[config.mk]
export PLATFORM = sky130hd
export DESIGN_NAME = timer_bank_periodic_oneshot_unit
export DESIGN_NICKNAME = d
export VERILOG_FILES = /design/src/rtl/tbpo_pkg.sv /design/src/rtl/tbpo_slot_ram.sv /design/src/rtl/tbpo_mod_unit.sv /design/src/rtl/timer_bank_periodic_oneshot_unit.sv
export SDC_FILE = /design/constraint.sdc
export NUM_CORES = 2
export LEC_CHECK = 0
export BUFFER_PORTS_ARGS = -buffer_cell sky130_fd_sc_hd__clkbuf_2
export CAP_MARGIN = 20
export CORE_MARGIN = 5
export CORE_UTILIZATION = 50
export CTS_BUF_LIST = sky130_fd_sc_hd__clkbuf_16
export DETAILED_ROUTE_END_ITERATION = 8
export GPL_ROUTABILITY_DRIVEN = 0
export PLACE_DENSITY_LB_ADDON = 0.15
export SYNTH_ARGS = -nofsm -noshare
export SYNTH_HDL_FRONTEND = slang
export SYNTH_SLANG_ARGS = --single-unit
[constraint.sdc]
create_clock -name clock -period 11.2 [get_ports clock]
set_input_delay 0.56 -clock clock [delete_from_list [all_inputs] [get_ports clock]]
set_output_delay 0.56 -clock clock [all_outputs]
set_load 0.01 [all_outputs]
[src/rtl/tbpo_pkg.sv]
// Shared types and constants for the timer bank.
// Holds the request and response word layouts, operation and status codes.
// Depends on nothing; every other file of the block but the slot memory uses it.
package tbpo_pkg;

   localparam int TIMER_COUNT_DEF = 16;
   localparam int TIME_WIDTH_DEF  = 32;

   localparam int CSR_WIDTH     = 32;
   localparam int ELAPSED_WIDTH = 16;

   typedef enum logic [2:0] {
      OP_START      = 3'd0,
      OP_SET_PAUSE  = 3'd1,
      OP_READ_TICK  = 3'd2,
      OP_READ_PAUSE = 3'd3,
      OP_ADVANCE    = 3'd4
   } op_type;

   localparam logic [1:0] ST_OK       = 2'd0;
   localparam logic [1:0] ST_NO_TIMER = 2'd1;
   localparam logic [1:0] ST_SHORT    = 2'd2;
   localparam logic [1:0] ST_FULL     = 2'd3;

   typedef struct packed {
      logic [2:0]               operation;
      logic [3:0]               timer_id;
      logic [31:0]              interval;
      logic                     one_shot;
      logic                     pause_value;
      logic [ELAPSED_WIDTH-1:0] elapsed;
   } req_type;

   typedef struct packed {
      logic [1:0] status;
      logic [3:0] new_id;
      logic       ticked;
      logic       is_paused;
   } rsp_type;

endpackage

[src/rtl/tbpo_slot_ram.sv]
// Simple dual-port slot memory holding per-timer flags, period and remaining count.
// One write and one registered read per cycle; contents are not reset.
// Depends on nothing outside this file.
module tbpo_slot_ram #(
   parameter int DEPTH  = 16,
   parameter int DATA_W = 67,
   parameter int ADDR_W = 4
) (
   input  logic              clock,
   input  logic              wr_en,
   input  logic [ADDR_W-1:0] wr_addr,
   input  logic [DATA_W-1:0] wr_data,
   input  logic              rd_en,
   input  logic [ADDR_W-1:0] rd_addr,
   output logic [DATA_W-1:0] rd_data
);

   logic [DATA_W-1:0] mem [DEPTH];
   logic [DATA_W-1:0] rd_data_ff;

   always_ff @(posedge clock) begin
      if (wr_en) begin
         mem[wr_addr] <= wr_data;
      end
      if (rd_en) begin
         rd_data_ff <= mem[rd_addr];
      end
   end

   assign rd_data = rd_data_ff;

endmodule

[src/rtl/tbpo_mod_unit.sv]
// Bit-serial remainder unit: one restoring step per cycle over the dividend.
// Computes dividend modulo divisor for a 16-bit dividend.
// Depends on tbpo_pkg for the dividend width.
module tbpo_mod_unit #(
   parameter int TIME_WIDTH = tbpo_pkg::TIME_WIDTH_DEF
) (
   input  logic                               clock,
   input  logic                               reset,
   input  logic                               start,
   input  logic [tbpo_pkg::ELAPSED_WIDTH-1:0] dividend,
   input  logic [TIME_WIDTH-1:0]              divisor,
   output logic                               done,
   output logic [TIME_WIDTH-1:0]              remainder
);

   localparam int DW  = tbpo_pkg::ELAPSED_WIDTH;
   localparam int CNW = $clog2(DW + 1);

   logic                  active_ff, active_in;
   logic                  done_ff, done_in;
   logic [CNW-1:0]        count_ff, count_in;
   logic [DW-1:0]         dvd_ff, dvd_in;
   logic [TIME_WIDTH-1:0] rem_ff, rem_in;
   logic [TIME_WIDTH-1:0] div_ff, div_in;
   logic [TIME_WIDTH:0]   trial;
   logic [TIME_WIDTH:0]   diff;

   always_comb begin
      active_in = active_ff;
      done_in   = 1'b0;
      count_in  = count_ff;
      dvd_in    = dvd_ff;
      rem_in    = rem_ff;
      div_in    = div_ff;
      trial     = {rem_ff, dvd_ff[DW-1]};
      diff      = trial - {1'b0, div_ff};
      if (start) begin
         active_in = 1'b1;
         count_in  = CNW'(DW);
         dvd_in    = dividend;
         rem_in    = '0;
         div_in    = divisor;
      end else if (active_ff) begin
         // The partial remainder stays below the divisor, so it fits the time width.
         if (trial >= {1'b0, div_ff}) begin
            rem_in = diff[TIME_WIDTH-1:0];
         end else begin
            rem_in = trial[TIME_WIDTH-1:0];
         end
         dvd_in   = {dvd_ff[DW-2:0], 1'b0};
         count_in = count_ff - 1'b1;
         if (count_ff == CNW'(1)) begin
            active_in = 1'b0;
            done_in   = 1'b1;
         end
      end
   end

   always_ff @(posedge clock) begin
      if (reset) begin
         active_ff <= 1'b0;
         done_ff   <= 1'b0;
         count_ff  <= '0;
      end else begin
         active_ff <= active_in;
         done_ff   <= done_in;
         count_ff  <= count_in;
      end
      dvd_ff <= dvd_in;
      rem_ff <= rem_in;
      div_ff <= div_in;
   end

   assign done      = done_ff;
   assign remainder = rem_ff;

endmodule

[src/rtl/timer_bank_periodic_oneshot_unit.sv]
// Timer bank top level: sequencer, slot valid bits, configuration register.
// Depends on tbpo_pkg, tbpo_slot_ram and tbpo_mod_unit.
// A start word is answered from the operation state; pause and tick words for a known timer read the slot
// memory first and answer from the execute state. Advance visits every slot in turn, reads and evaluates each
// valid one, and if it overran a nonzero period waits on the shared bit-serial remainder unit to reload it.
// Busy stays high until the response strobe; one word in flight at a time, no output stall.
// Reset clears valid bits, the next-slot counter and sets min_interval to 1; memory is not swept.
module timer_bank_periodic_oneshot_unit #(
   parameter int TIMER_COUNT = tbpo_pkg::TIMER_COUNT_DEF,
   parameter int TIME_WIDTH  = tbpo_pkg::TIME_WIDTH_DEF
) (
   input  logic                           clock,
   input  logic                           reset,
   input  logic                           start,
   output logic                           busy,
   input  tbpo_pkg::req_type              req_word,
   output logic                           rsp_valid,
   output tbpo_pkg::rsp_type              rsp_word,
   input  logic                           csr_wr_en,
   input  logic [tbpo_pkg::CSR_WIDTH-1:0] csr_wr_data
);

   // Slot index width, counter width (it must hold TIMER_COUNT itself) and compare width.
   localparam int IW = (TIMER_COUNT > 1) ? $clog2(TIMER_COUNT) : 1;
   localparam int NW = $clog2(TIMER_COUNT + 1);
   localparam int CW = (TIME_WIDTH > tbpo_pkg::ELAPSED_WIDTH) ? TIME_WIDTH
                                                               : tbpo_pkg::ELAPSED_WIDTH;
   localparam int EW = 2 * TIME_WIDTH + 3;

   // Entry layout in the slot memory: {one_shot, paused, tick, period, remaining}.
   localparam int TICK_BIT   = 2 * TIME_WIDTH;
   localparam int PAUSE_BIT  = 2 * TIME_WIDTH + 1;
   localparam int ONESHOT_BIT = 2 * TIME_WIDTH + 2;

   typedef enum logic [5:0] {
      S_IDLE    = 6'b000001,
      S_OP      = 6'b000010,
      S_EXEC    = 6'b000100,
      S_SCAN_RD = 6'b001000,
      S_SCAN_EV = 6'b010000,
      S_SCAN_DV = 6'b100000
   } state_type;

   state_type                  state_ff, state_in;
   tbpo_pkg::req_type          req_ff, req_in;
   logic [IW-1:0]              scan_ff, scan_in;
   logic [NW-1:0]              next_slot_ff, next_slot_in;
   logic [TIMER_COUNT-1:0]     valid_ff, valid_in;
   logic [tbpo_pkg::CSR_WIDTH-1:0] min_ff, min_in;
   logic                       rsp_valid_ff, rsp_valid_in;
   tbpo_pkg::rsp_type          rsp_ff, rsp_in;

   logic                       ram_wr_en, ram_rd_en;
   logic [IW-1:0]              ram_wr_addr, ram_rd_addr;
   logic [EW-1:0]              ram_wr_data, ram_rd_data;

   logic                       mod_start, mod_done;
   logic [tbpo_pkg::ELAPSED_WIDTH-1:0] mod_dvd;
   logic [TIME_WIDTH-1:0]      mod_rem;

   logic [8:0]                 id_ext, ns_ext;
   logic [IW-1:0]              id_idx;
   logic                       id_known;
   logic [63:0]                iv_ext, min_ext;
   logic [TIME_WIDTH-1:0]      iv_tw, min_tw;
   logic [TIME_WIDTH-1:0]      e_rem, e_per;
   logic                       e_tick, e_paused, e_one_shot;
   logic [CW-1:0]              el_cw, rem_cw, d_cw;
   logic                       scan_last, step_next;

   tbpo_slot_ram #(
      .DEPTH  (TIMER_COUNT),
      .DATA_W (EW),
      .ADDR_W (IW)
   ) u_ram (
      .clock   (clock),
      .wr_en   (ram_wr_en),
      .wr_addr (ram_wr_addr),
      .wr_data (ram_wr_data),
      .rd_en   (ram_rd_en),
      .rd_addr (ram_rd_addr),
      .rd_data (ram_rd_data)
   );

   tbpo_mod_unit #(
      .TIME_WIDTH (TIME_WIDTH)
   ) u_mod (
      .clock     (clock),
      .reset     (reset),
      .start     (mod_start),
      .dividend  (mod_dvd),
      .divisor   (e_per),
      .done      (mod_done),
      .remainder (mod_rem)
   );

   // Field views of the request and of the entry last read from memory.
   assign id_ext   = 9'(req_ff.timer_id);
   assign id_idx   = id_ext[IW-1:0];
   assign id_known = (id_ext < 9'(TIMER_COUNT)) && valid_ff[id_idx];
   assign ns_ext   = 9'(next_slot_ff);
   assign iv_ext   = 64'(req_ff.interval);
   assign min_ext  = 64'(min_ff);
   assign iv_tw    = iv_ext[TIME_WIDTH-1:0];
   assign min_tw   = min_ext[TIME_WIDTH-1:0];

   assign e_rem      = ram_rd_data[TIME_WIDTH-1:0];
   assign e_per      = ram_rd_data[2*TIME_WIDTH-1:TIME_WIDTH];
   assign e_tick     = ram_rd_data[TICK_BIT];
   assign e_paused   = ram_rd_data[PAUSE_BIT];
   assign e_one_shot = ram_rd_data[ONESHOT_BIT];

   // The overshoot past zero is below the elapsed amount, so 16 bits carry it.
   assign el_cw   = CW'(req_ff.elapsed);
   assign rem_cw  = CW'(e_rem);
   assign d_cw    = el_cw - rem_cw;
   assign mod_dvd = d_cw[tbpo_pkg::ELAPSED_WIDTH-1:0];

   assign scan_last = (scan_ff == IW'(TIMER_COUNT - 1));

   always_comb begin
      state_in     = state_ff;
      req_in       = req_ff;
      scan_in      = scan_ff;
      next_slot_in = next_slot_ff;
      valid_in     = valid_ff;
      min_in       = min_ff;
      rsp_valid_in = 1'b0;
      rsp_in       = rsp_ff;
      ram_wr_en    = 1'b0;
      ram_wr_addr  = id_idx;
      ram_wr_data  = ram_rd_data;
      ram_rd_en    = 1'b0;
      ram_rd_addr  = id_idx;
      mod_start    = 1'b0;
      step_next    = 1'b0;

      if (csr_wr_en) begin
         min_in = csr_wr_data;
      end

      case (state_ff)
         S_IDLE: begin
            if (start) begin
               req_in   = req_word;
               state_in = S_OP;
            end
         end

         S_OP: begin
            rsp_in = '{status: tbpo_pkg::ST_OK, new_id: 4'd0, ticked: 1'b0, is_paused: 1'b0};
            case (req_ff.operation)
               tbpo_pkg::OP_START: begin
                  rsp_valid_in = 1'b1;
                  state_in     = S_IDLE;
                  if (next_slot_ff == NW'(TIMER_COUNT)) begin
                     rsp_in.status = tbpo_pkg::ST_FULL;
                  end else if (iv_tw < min_tw) begin
                     rsp_in.status = tbpo_pkg::ST_SHORT;
                  end else begin
                     // A new timer starts running, unpaused, with its full period to go.
                     ram_wr_en    = 1'b1;
                     ram_wr_addr  = ns_ext[IW-1:0];
                     ram_wr_data  = {req_ff.one_shot, 1'b0, 1'b0, iv_tw, iv_tw};
                     valid_in[ns_ext[IW-1:0]] = 1'b1;
                     next_slot_in = next_slot_ff + 1'b1;
                     rsp_in.new_id = ns_ext[3:0];
                  end
               end
               tbpo_pkg::OP_SET_PAUSE, tbpo_pkg::OP_READ_TICK, tbpo_pkg::OP_READ_PAUSE: begin
                  if (id_known) begin
                     ram_rd_en = 1'b1;
                     state_in  = S_EXEC;
                  end else begin
                     rsp_in.status = tbpo_pkg::ST_NO_TIMER;
                     rsp_valid_in  = 1'b1;
                     state_in      = S_IDLE;
                  end
               end
               tbpo_pkg::OP_ADVANCE: begin
                  scan_in  = '0;
                  state_in = S_SCAN_RD;
               end
               default: begin
                  rsp_valid_in = 1'b1;
                  state_in     = S_IDLE;
               end
            endcase
         end

         S_EXEC: begin
            rsp_valid_in = 1'b1;
            state_in     = S_IDLE;
            case (req_ff.operation)
               tbpo_pkg::OP_SET_PAUSE: begin
                  ram_wr_en              = 1'b1;
                  ram_wr_data[PAUSE_BIT] = req_ff.pause_value;
               end
               tbpo_pkg::OP_READ_TICK: begin
                  // A paused timer keeps its pending tick; a consumed one-shot is retired.
                  if (!e_paused && e_tick) begin
                     ram_wr_en             = 1'b1;
                     ram_wr_data[TICK_BIT] = 1'b0;
                     rsp_in.ticked         = 1'b1;
                     if (e_one_shot) begin
                        valid_in[id_idx] = 1'b0;
                     end
                  end
               end
               tbpo_pkg::OP_READ_PAUSE: begin
                  rsp_in.is_paused = e_paused;
               end
               default: begin
               end
            endcase
         end

         S_SCAN_RD: begin
            ram_rd_addr = scan_ff;
            if (valid_ff[scan_ff]) begin
               ram_rd_en = 1'b1;
               state_in  = S_SCAN_EV;
            end else begin
               step_next = 1'b1;
            end
         end

         S_SCAN_EV: begin
            ram_wr_addr = scan_ff;
            if (e_paused) begin
               step_next = 1'b1;
            end else if (el_cw <= rem_cw) begin
               ram_wr_en   = 1'b1;
               ram_wr_data = {e_one_shot, e_paused, e_tick, e_per, e_rem - TIME_WIDTH'(el_cw)};
               step_next   = 1'b1;
            end else if (e_per == '0) begin
               // A zero period pins the count at zero instead of reloading.
               ram_wr_en   = 1'b1;
               ram_wr_data = {e_one_shot, e_paused, 1'b1, e_per, {TIME_WIDTH{1'b0}}};
               step_next   = 1'b1;
            end else begin
               mod_start = 1'b1;
               state_in  = S_SCAN_DV;
            end
         end

         S_SCAN_DV: begin
            ram_wr_addr = scan_ff;
            if (mod_done) begin
               ram_wr_en = 1'b1;
               if (mod_rem == '0) begin
                  ram_wr_data = {e_one_shot, e_paused, 1'b1, e_per, {TIME_WIDTH{1'b0}}};
               end else begin
                  ram_wr_data = {e_one_shot, e_paused, 1'b1, e_per, e_per - mod_rem};
               end
               step_next = 1'b1;
            end
         end

         default: begin
            state_in = S_IDLE;
         end
      endcase

      // Move the advance scan to the next slot, or finish once the last one is done.
      if (step_next) begin
         if (scan_last) begin
            rsp_in       = '{status: tbpo_pkg::ST_OK, new_id: 4'd0, ticked: 1'b0,
                             is_paused: 1'b0};
            rsp_valid_in = 1'b1;
            state_in     = S_IDLE;
         end else begin
            scan_in  = scan_ff + 1'b1;
            state_in = S_SCAN_RD;
         end
      end
   end

   always_ff @(posedge clock) begin
      if (reset) begin
         state_ff     <= S_IDLE;
         next_slot_ff <= '0;
         valid_ff     <= '0;
         min_ff       <= tbpo_pkg::CSR_WIDTH'(1);
         rsp_valid_ff <= 1'b0;
         scan_ff      <= '0;
      end else begin
         state_ff     <= state_in;
         next_slot_ff <= next_slot_in;
         valid_ff     <= valid_in;
         min_ff       <= min_in;
         rsp_valid_ff <= rsp_valid_in;
         scan_ff      <= scan_in;
      end
      req_ff <= req_in;
      rsp_ff <= rsp_in;
   end

   assign busy      = (state_ff != S_IDLE);
   assign rsp_valid = rsp_valid_ff;
   assign rsp_word  = rsp_ff;

endmodule

# --- After elaboration in Yosys (flattened, before gate mapping) ---
# Memory sizes are Yosys's and may differ from the RTL's. A register that Yosys moved wholly into a read port is not among the register bits.
# Cells that the tools add are included.
totals:
  regBits: 216
  ram_bits: 1072
  inputBits: 93
  out_inout_bits: 10
  word_cells: 189
  memories: 1
classes:
  add_sub_neg: 7
  n_lt_le_gt_ge: 9
  n_eq_ne: 26
  mux: 99
  bitwise: 6
  n_reduce_logical: 18
memory_table:
  columns: ["memory", "words", "word_bits", "rd", "rd_clocked_by_memory_dff", "wr", "line", "source"]
  rows:
  - ["u_ram.mem", 16, 67, 1, 1, 1, "tbpo_slot_ram.sv:18", "logic [DATA_W-1:0] mem [DEPTH];"]
op_table:
  columns: ["cell", "n"]
  rows:
  - ["two-way mux 67 bit", 3]
  - ["two-way mux 65 bit", 3]
  - ["case mux 64 bit (3 select lines)", 1]
  - ["two-way mux 16 bit", 8]
  - ["two-way mux 66 bit", 1]
  - ["zero test 32 bit", 2]
  - ["two-way mux 32 bit", 2]
  - ["subtractor 32 bit", 2]
  - ["two-way mux 4 bit", 12]
  - ["two-way mux 6 bit", 7]
  - ["two-way mux 1 bit", 37]
  - [">= comparator 33 x 32 -> 1 bit", 1]
  - ["less-or-equal comparator 16 x 32 -> 1 bit", 1]
  - ["< comparator 32 bit", 1]
  - ["case mux 16 bit (2 select lines)", 1]
  - ["subtractor 32 x 16 -> 32 bit", 1]
  - ["case mux 6 bit (5 select lines)", 1]
  - ["< comparator 4 x 5 -> 1 bit (second input constant)", 4]
  - ["AND 16 bit", 1]
  - ["two-way mux 8 bit", 2]
  - ["inverter 16 bit", 1]
  - ["OR 16 bit", 1]
  - ["subtractor 16 bit", 1]
  - ["inequality test 3 bit (second input constant)", 5]
  - ["42 further kinds", 66]

# --- Longest topological paths before layout ---
logic_depth:
  ltp_word: 10
  depth_mapped: 15

# --- Cells and area by module ---
# From an unflattened synthesis, not the netlist that was laid out.
hier_totals:
  hier_cells: 3666
  hier_area_um2: 58549.9
by_module_without_submodules:
  columns: ["mod", "n_inst", "cells_each", "area_each_um2", "seq_area_each_um2"]
  rows:
  - ["tbpo_slot_ram", 1, 1724, 42075.4, 34202.8]
  - ["timer_bank_periodic_oneshot_unit", 1, 1402, 11228.3, 3153.0]
  - ["tbpo_mod_unit", 1, 540, 5246.3, 2222.1]

# --- Worst setup path before layout ---
# No wires, ideal clock.
synth_path:
  path_kind: "register -> register"
  from: "register req_ff, in the netlist iv_tw[11]"
  to: "memory u_ram.mem[13][0], enable pin"
  setup_ps: 492
  arrival_ps: 5328
  required_ps: 10708
  path_slack_ps: 5380
  path_stages_with_launch: 12
  period_less_slack_ps: 5820
  path_cell_list: "edfxtp_1 > ha_1 > a21oi_1 > o21ai_1 > a2111oi_0 > o21ai_1 > a211oi_2 > o31ai_1 > nand2_1 > a222oi_1 > or2_2 > nor2_1"
synth_via:
  elab_chain_len: 7
synth_rtl:
  columns: ["item", "line", "source"]
  rows:
  - ["start, declared", "timer_bank_periodic_oneshot_unit.sv:45", "tbpo_pkg::req_type req_ff, req_in;"]
  - ["start signal, assigned", "timer_bank_periodic_oneshot_unit.sv:295", "req_ff <= req_in;"]
  - ["< comparator 32 bit (*)", "timer_bank_periodic_oneshot_unit.sv:158", "end else if (iv_tw < min_tw) begin"]
  - ["two-way mux 1 bit", "timer_bank_periodic_oneshot_unit.sv:158", null]
  - ["two-way mux 1 bit", "timer_bank_periodic_oneshot_unit.sv:156", "if (next_slot_ff == NW'(TIMER_COUNT)) begin"]
  - ["two-way mux 1 bit", "timer_bank_periodic_oneshot_unit.sv:152", "case (req_ff.operation)"]
  - ["case mux 1 bit (4 select lines)", "timer_bank_periodic_oneshot_unit.sv:142", "case (state_ff)"]
  - ["two-way mux 1 bit", "tbpo_slot_ram.sv:22", "if (wr_en) begin"]
  - ["two-way mux 1 bit (implied by the code)", "tbpo_slot_ram.sv:23", "mem[wr_addr] <= wr_data;"]
  - ["end, declared", "tbpo_slot_ram.sv:18", null]
# Every way passes the cells marked *; elsewhere a longest branch is shown, timed or not.

# --- Worst setup path in the final report ---
layout_path:
  from: "register req_ff, in the netlist iv_tw[30]"
  to: "memory u_ram.mem[4][39], enable pin"
# The elaborated chain is that of the path after synthesis.

==> impl_metrics.tcl <==
set metrics [dict create \
    status "finished, final reports clean" \
    start_kind "flip-flop" \
    hold_ws_ps 41.4 \
    synthFlopType "edfxtp_1" \
    path_max_fanout 51 \
    drtPass1Iterations 7 \
    drt_wl_total_um 161000 \
    required_ps 11550 \
    num_rows 126 \
    grt_max_degree 102 \
    cp-end-kind "flip-flop" \
    cts_resized 0 \
    worstSkewPairLatency_ps 750 \
    cts_tree "built" \
    io-pin-count 103 \
    num_vias 34600 \
    p_int_mw 8.58 \
    min_from "req_word[49]" \
    p_per_area_nw_per_um2 171 \
    cp_common_cell "nand2_1" \
    coreArea_um2 118000 \
    p_leak_nw 22.6 \
    combPwrFrac_pct 9.6 \
    die_x_um 353 \
    netlist_area_um2 59000 \
    synth_edf_count 1244 \
    async_flop_share_pct 0 \
    drv_slew 0 \
    fmax_mhz 168 \
    synth_seq_cells 1355 \
    p_switching_mw 2.71 \
    critPathBufInv 1 \
    synth.avg_cell_area_um2 15.6 \
    drt_iter0_markers 4237 \
    grt_usage_pct 25.6 \
    setup_tns_ps 0 \
    io_buffers 102 \
    crit_path_top_delay_cell "a222oi_1" \
    peakVddDrop_mv 0.148 \
    synth_fp_nets 4019 \
    startpoint "iv_tw[30]" \
    hold_path_class "input port to flip-flop" \
    r2r_slack_ps 5230 \
    drt-vias-per-instance 6.19 \
    detail_route.wl_per_cell_um 28.8 \
    yosysUniqueCellTypes 102 \
    min_period_ps 5970 \
    area_delta_synth_final_pct 12.0 \
    ys_seq_area_share_pct 67.1 \
    swShare_pct 24.0 \
    worst_pin_slew_ps 1140 \
    die-area_um2 125000 \
    initial_core_util_pct 50.2 \
    worst_ep_arrival_time_ps 6320 \
    nets 4174 \
    cts_made_buffers 145 \
    hold_viol 0 \
    yosysWarnings 0 \
    finClkSkew_ps 42.9 \
    seq_power_share_pct 49.6 \
    gr-total-overflow 0 \
    clock_path_buffers 3 \
    die-height_um 353 \
    layout_commonest_cell "edfxtp_1" \
    worstSetupPathType "flip-flop to flip-flop" \
    r2r_start "iv_tw[30]" \
    drc 0 \
    final_layout_size_suffix_gt1_share_pct 17.6 \
    cp_top_family "simple AND/OR/NAND/NOR gates" \
    layout_common_cells "edfxtp_1, nand2_1, mux4_2" \
    antenna_left 0 \
    crit_path_max_incr_delay_ps 940 \
    period_share_pct 53.3 \
    postSynthCellCount 3790 \
    relSlewSlack_pct 23.7 \
    path_clk_slew_ps 60 \
    postLayoutCoreUtil_pct 56.2 \
    grt_pass1_wl_um 236000 \
    hpwl_um 106000 \
    pwr-share-clk_pct 40.8 \
    rsz0062_at_grt "no" \
    cts-root-buf "clkbuf_16" \
    cap_violations 0 \
    setup_viol 0 \
    grt_pass1_vias 33500 \
    clkSinkCount 1355 \
    htreeDepth 4 \
    antenna_found_initial 7 \
    crit_chain "ha_1 -> nand4_1 -> nor2_1 -> nand2_1 -> nor3_1 -> a211oi_2 -> o31ai_1 -> nand2_1 -> a222oi_1 -> nand2_1 -> nor2_4 -> buf_4" \
]
==> stage by stage <==
stage	cells	instance area (µm²)	power, mW	setup slack [ps]
final	5594	66100	11.3	5230
after global routing	5592	66100	11.7	4970
after floorplan	3790	59000	6.42	5380
after global placement	5302	61200	6.76	5450
after detailed placement	5304	61200	6.77	5310
after CTS	5592	66100	11.4	5270
==> sequential cells by signal (all words and copies together), names as in the netlist, 5 cells and up <==
name,cells
valid_ff,16
el_cw,16
u_mod.remainder,32
next_slot_ff,5
u_mod.dvd_ff,16
rsp_word,8
req_ff,5
min_ff,32
u_ram.rd_data,67
u_mod.div_ff,32
u_ram.mem,1072
u_mod.count_ff,5
state_ff,6
iv_tw,32
==> cells in the mapped netlist, drive strengths merged, types with 18 or more instances <==
cell    instances  area [µm²]
and2           75         474
dfxtp         111        2220
nor2          183         694
nand2         363        1360
a21o           61         458
edfxtp       1244       37400
o21ai         137         693
nand2b         36         225
a211oi         91         703
xnor2          44         385
xor2           40         350
buf            98         626
nor3           38         211
a21oi         153         800
ha            132        1650
mux2i          54         553
nand3          44         225
nor4           25         163
clkbuf         88         332
o211ai         24         199
inv           158         593
o31ai          18         154
nor2b          18         128
nand4          22         138
mux4          278        6260
a31oi          79         494
==> path summary, 6_finish.rpt <==
check,to,cells past startpoint
setup reg to reg,u_ram.mem[4][39],12
setup / recovery,u_ram.mem[4][39],12
hold / removal,iv_tw[31],1
hold reg to reg,rsp_word[7],2
==> cell families (layout without fill, tap and decap cells) <==
logic type / count (synthesis) / after routing / synth area share, %
AO/OA/AOI/OAI: 666 / 666 / 7.49
XOR/XNOR: 84 / 84 / 1.25
adder cells (fa/ha/maj): 136 / 136 / 2.94
buffers and inverters: 344 / 610 / 2.63
flip-flops: 1355 / 1355 / 67.1
multiplexers: 335 / 335 / 11.6
other: 0 / 2 / 0
AND/OR/NAND/NOR: 870 / 870 / 6.99
==> power by group through the flow <==
stage	registers (mW)	logic, mW	clock network [mW]
global route	5.60	1.18	4.92
global placement	5.70	1.07	0
finish	5.59	1.09	4.61
floorplan	5.67	0.751	0
detailed placement	5.70	1.07	0
CTS	5.59	1.08	4.69
==> area by class of cell <==
cell class	count	area (µm²)
antenna	2	5.00
clock buffer	148	3700
clock inverter	110	883
fill	9224	51500
inverter	158	593
multi-input combinational	2091	18100
sequential	1355	39600
tap	1536	1920
timing repair buffer	194	1330
==> layer usage <==
metal	GRT usage, %	vias up	part of all wire, %
li1	-	15100	-
met1	40.3	17700	44
met2	37.0	1595	44
met3	4.84	243	9.5
met4	6.78	0	2.7
met5	0	-	0
==> repair_timing <==
action / 4_1_cts / 5_1_grt
endpoints found under the hold margin: 30 / 0
hold buffers: 30 / 0
setup buffers: 0 / 0
Note: power is estimated with default switching activity, not from simulation.
